### config.mk
export PLATFORM = sky130hd
export DESIGN_NAME = sam_front
export DESIGN_NICKNAME = d
export VERILOG_FILES = /design/src/sv/sam_pkg.sv /design/src/sv/sam_front.sv
export SDC_FILE = /design/constraint.sdc
export NUM_CORES = 1
export LEC_CHECK = 0
export CORE_MARGIN = 3
export CORE_UTILIZATION = 55
export DETAILED_ROUTE_END_ITERATION = 10
export DONT_BUFFER_PORTS = 1
export PLACE_DENSITY = 0.73
export SYNTH_ARGS = -nofsm -noshare
export SYNTH_HDL_FRONTEND = slang
export SYNTH_SLANG_ARGS = --single-unit
### constraint.sdc
create_clock -name clk_i -period 3.15 [get_ports clk_i]
set_input_delay 0.63 -clock clk_i [delete_from_list [all_inputs] [get_ports clk_i]]
set_output_delay 0.63 -clock clk_i [all_outputs]
set_load 0.03 [all_outputs]
### src/sv/sam_pkg.sv
`timescale 1ns / 1ps
`default_nettype none
// ----------------------------------------------------------------------------
// sam_pkg
// Shared constants, command type and helper functions for the ARX mixing
// array: word count, address width, operation codes and round offsets.
// ----------------------------------------------------------------------------
package sam_pkg;

  localparam int WORDS   = 64;
  localparam int AW      = $clog2(WORDS);
  localparam int WORD_W  = 32;
  localparam int IDX_W   = 6;
  localparam int FUNC_W  = 2;
  localparam int SUM_W   = 8;
  localparam int ROT_W   = 5;

  // operation codes carried by func
  localparam logic [FUNC_W-1:0] FUNC_WRITE = 2'd0;
  localparam logic [FUNC_W-1:0] FUNC_READ  = 2'd1;
  localparam logic [FUNC_W-1:0] FUNC_MIX   = 2'd2;
  localparam logic [FUNC_W-1:0] FUNC_NONE  = 2'd3;

  localparam logic [WORD_W-1:0] GOLDEN_MUL = 32'h9E3779B1;

  // fixed address offsets used by one round
  localparam logic [SUM_W-1:0] OFF_R_ADD   = 8'd82;
  localparam logic [SUM_W-1:0] OFF_I_XOR   = 8'd19;
  localparam logic [SUM_W-1:0] OFF_I_ROT   = 8'd83;
  localparam logic [SUM_W-1:0] OFF_R_XOR   = 8'd52;
  localparam logic [SUM_W-1:0] OFF_I_TERM  = 8'd24;
  localparam logic [SUM_W-1:0] OFF_R_AMT   = 8'd31;
  localparam logic [SUM_W-1:0] OFF_IR_ADD  = 8'd7;
  localparam int               DIFF_SHIFT  = 1;
  localparam int               FOLD_SHIFT  = 16;

  localparam int FIFO_DEPTH = 2;
  localparam int FIFO_PW    = $clog2(FIFO_DEPTH);
  localparam int FIFO_CW    = $clog2(FIFO_DEPTH + 1);

  typedef struct packed {
    logic [FUNC_W-1:0] func;
    logic [IDX_W-1:0]  index;
    logic [WORD_W-1:0] value;
  } cmd_t;

  // reduce an offset sum modulo the word count
  function automatic logic [AW-1:0] addr_of(input logic [SUM_W-1:0] sum);
    logic [SUM_W+AW-1:0] wide;
    wide = {{AW{1'b0}}, sum};
    return wide[AW-1:0];
  endfunction

  function automatic logic [WORD_W-1:0] rotr(input logic [WORD_W-1:0] v,
                                             input logic [ROT_W-1:0]  amt);
    logic [2*WORD_W-1:0] dbl;
    dbl = {v, v} >> amt;
    return dbl[WORD_W-1:0];
  endfunction

endpackage
`default_nettype wire

### src/sv/sam_front.sv
`timescale 1ns / 1ps
`default_nettype none
// ----------------------------------------------------------------------------
// sam_front
// Input side: takes items, drops unused operation codes and holds accepted
// commands in a short queue until the back end pops them.
// ----------------------------------------------------------------------------
module sam_front
  import sam_pkg::*;
(
  input  wire logic              clk_i,
  input  wire logic              rst_ni,
  input  wire logic              in_valid_i,
  output logic                   in_stall_o,
  input  wire logic [FUNC_W-1:0] func_i,
  input  wire logic [IDX_W-1:0]  index_i,
  input  wire logic [WORD_W-1:0] write_value_i,
  output logic                   cmd_valid_o,
  output cmd_t                   cmd_o,
  input  wire logic              cmd_pop_i
);

  cmd_t               fifo_q [FIFO_DEPTH];
  logic [FIFO_PW-1:0] wr_ptr_q, wr_ptr_d;
  logic [FIFO_PW-1:0] rd_ptr_q, rd_ptr_d;
  logic [FIFO_CW-1:0] count_q, count_d;
  logic               push;
  logic               pop;

  assign in_stall_o  = (count_q == FIFO_CW'(FIFO_DEPTH));
  assign cmd_valid_o = (count_q != '0);
  assign cmd_o       = fifo_q[rd_ptr_q];

  // unused code is consumed here and never reaches the back end
  assign push = in_valid_i && !in_stall_o && (func_i != FUNC_NONE);
  assign pop  = cmd_pop_i && cmd_valid_o;

  always_comb begin
    wr_ptr_d = wr_ptr_q;
    rd_ptr_d = rd_ptr_q;
    count_d  = count_q;
    if (push) begin
      wr_ptr_d = (wr_ptr_q == FIFO_PW'(FIFO_DEPTH - 1)) ? '0 : wr_ptr_q + 1'b1;
    end
    if (pop) begin
      rd_ptr_d = (rd_ptr_q == FIFO_PW'(FIFO_DEPTH - 1)) ? '0 : rd_ptr_q + 1'b1;
    end
    if (push && !pop) begin
      count_d = count_q + 1'b1;
    end else if (pop && !push) begin
      count_d = count_q - 1'b1;
    end
  end

  always_ff @(posedge clk_i or negedge rst_ni) begin
    if (!rst_ni) begin
      wr_ptr_q <= '0;
      rd_ptr_q <= '0;
      count_q  <= '0;
    end else begin
      wr_ptr_q <= wr_ptr_d;
      rd_ptr_q <= rd_ptr_d;
      count_q  <= count_d;
    end
  end

  always_ff @(posedge clk_i) begin
    if (push) begin
      fifo_q[wr_ptr_q] <= '{func: func_i, index: index_i, value: write_value_i};
    end
  end

endmodule
`default_nettype wire

==> flow_summary.ini <==
[global_routing]
grtUsageTotal_pct = 14.8
grt_max_degree = 34
grt.overflow.total = 0
grt_pass1_vias = 1381
top_usage_layer = met2
gr-usage-met1_pct = 15.7
use_met3_pct = 7.80
met2_usage_pct = 24.3
grt_pass1_wl_mm = 7.61
antenna_found_initial = 0

[placed_design]
dpl.hpwl_mm = 3.45
place_area_sq_um = 3370
pre_cts_ws_ns = 1.09
numPortBuffers = 0
place_congestion = 0.703

[timing]
min_period_over_period_pct = 76.2
fin_crit_ns = 2.40
finalHoldViolations = 0
finClkSkew_ns = 0.00563
max-slew-margin-rel_pct = 60.7
setup_tns_ns = 0
layout_setup_ws_ns = 0.749
finalSetupViolCount = 0
hold_ws_ns = 0.387
fmax_mhz = 416
drv_slew = 0
grt_setup_unrepaired = false
worstMarginPinSlew_ns = 0.588

[synth]
synth_cells = 145
synthFlopType = edfxtp_1
synth-seq-area-share_pct = 75.6
postSynthAreaPerCell_sq_um = 22.8
synth-simple-area-share_pct = 1.70
synth_top_family_by_area = multiplexers
syn_area_sq_um = 3310
synth-adder-area-share_pct = 0.378
synth_top_cell_area_share_pct = 72.6
ys_types = 16
synth.mux.area_fraction_pct = 18.0
synthTopCellsByArea = edfxtp_1 (73%), mux2_4 (18%), dfrtp_1 (3.0%)
ys_warn_count = 0
yosysMostFrequentCell = edfxtp_1
synth_compound_area_share_pct = 0
ys_seq_elements = 84
async_reset_ff_share_pct = 4.76
synth_top_cell_by_area = edfxtp_1
synth_xor_area_share_pct = 1.32
synth_nets = 190
synth_edf_count = 80
synth_common_cells = edfxtp_1 (80), mux2_4 (39), buf_12 (4), dfrtp_1 (4)

[worst_setup_path]
endpoint_kind = output pin
worstSetupEndpoint = cmd_o[17]
path_class = register to output pin
crit_chain = buf_12 -> mux2_2
path_max_fanout = 28
critical_path_required_ns = 2.52
crit_arrival_ns = 1.77
crit_start = rd_ptr_q
reg2reg_to = fifo_q[0][25]
cp.depth = 2
crit_path_start_kind = register
critical_path.slowest_cell = dfrtp_2
reg2regPathDepth = 4
slowest_delay_ns = 0.68
r2r-start = count_q[1]
critPathTopFamily = flip-flops
worst-r2r-setup-slack_ns = 1.16
crit_buf_inv = 1

[clock_network]
ctsResizeCount = 0
clk_latency_ns = 0.33
clock-root-buffer = clkbuf_8
cts_max_level = 3
cts_tree = built
cts_max_path_buffers = 2
cts_sinks = 84
cts_buffers = 9
cts_hold_buf = 1
clkTransAtPathRegs_ns = 0.08
cts_setup_buffers = 0

[drt]
drt_iter0_markers = 62
route.final.wire_length_mm = 4.84
viasPerCell = 5.40
first_pass_iters = 4
vias = 1259
ant_nets = 0
wl_per_cell_um = 20.8
drc_errors = 0

[layout]
diodes = 0
final_nets = 201
final_cell_area_sq_um = 3540
drive_above_1_share_pct = 39.1
area_growth_pct = 6.80

[floorplanning]
dieArea_sq_um = 6990
start_util_pct = 58.3
die_w_um = 83.6
core_sq_um = 5680
die_h_um = 83.6
num_rows = 27
io_pins = 86

[power]
netSwitchingFraction_pct = 36.0
power_frac_seq_pct = 45.9
p_switching_mw = 1.25
power_frac_clock_pct = 17.4
ir_drop_uv = 620
leakagePower_nw = 1.28
combPwrFrac_pct = 36.7
powerDensity_nw_per_um2 = 981
intPower_mw = 2.22

[hold_path]
holdCritPathClass = input port to register

[status]
status = finished clean

[flow_run]
drv_cap = 0
[layout make-up]
class                           count  area [sq um]
Inverter                            2          7.51
Fill cell                         392          2140
Sequential cell                    84          2500
Timing Repair Buffer                5          52.6
Multi-Input combinational cell     54           724
Clock inverter                      7          33.8
Clock buffer                        9           124
Tap cell                           72          90.1
[worst min-delay path by stage]
stage                     cells after the start         startpoint             to
final                                         0  write_value_i[16]  fifo_q[1][16]
after global routing                          0  write_value_i[16]  fifo_q[1][16]
after CTS                                     0  write_value_i[16]  fifo_q[0][16]
after detailed placement                      0             rst_ni     count_q[0]
after global placement                        0             rst_ni     count_q[1]
after floorplan                               0             rst_ni     count_q[0]
[layout by cell type, fill, tap and decap left out, drive strengths merged]
cell / netlist / routed
nor2b: 1 / 1
edfxtp: 80 / 80
buf: 5 / 4
clkbuf: 0 / 9
nand3b: 1 / 1
nor2: 3 / 3
nand2: 2 / 2
dlygate4sd3: 0 / 1
ha: 1 / 1
xnor2: 3 / 3
clkinvlp: 0 / 1
or2: 1 / 1
mux2: 40 / 40
xor2: 2 / 2
dfrtp: 4 / 4
clkinv: 0 / 6
inv: 2 / 2
[per-stage QoR]
step | utilization (%) | total power [mW] | std cells
finish | 62.3 | 3.47 | 233
global route | 62.3 | 3.62 | 233
CTS | 62.3 | 3.50 | 233
detailed placement | 59.3 | 2.91 | 216
global placement | 59.3 | 2.86 | 216
floorplan | - | 2.83 | 145
[logic make-up after synthesis]
logic type,Yosys count
xor gates and xnor gates,5
adders and majority gates,1
buffers and inverters,7
DFF,84
muxes,40
and+or+nand+nor,8
[registers in the layout (all words and copies together), names as in the netlist]
register  count
count_q       2
fifo_q       80
rd_ptr_q      1
wr_ptr_q      1
[power by group through the flow]
stage / registers, mW / clock network, mW / logic [mW]
detailed placement: 1.62 / 0 / 1.29
finish: 1.59 / 0.605 / 1.27
CTS: 1.60 / 0.616 / 1.29
global route: 1.61 / 0.677 / 1.33
floorplan: 1.55 / 0 / 1.28
global placement: 1.60 / 0 / 1.27
[routing by layer]
metal / vias to the layer above / routed length, um / part of all wire (%)
met5: - / 0 / 0
met3: 6 / 487 / 10
li1: 578 / - / -
met4: 0 / 55 / 1.1
met1: 619 / 1770 / 37
met2: 56 / 2530 / 52
No activity file was read; power rests on OpenSTA's default activity.
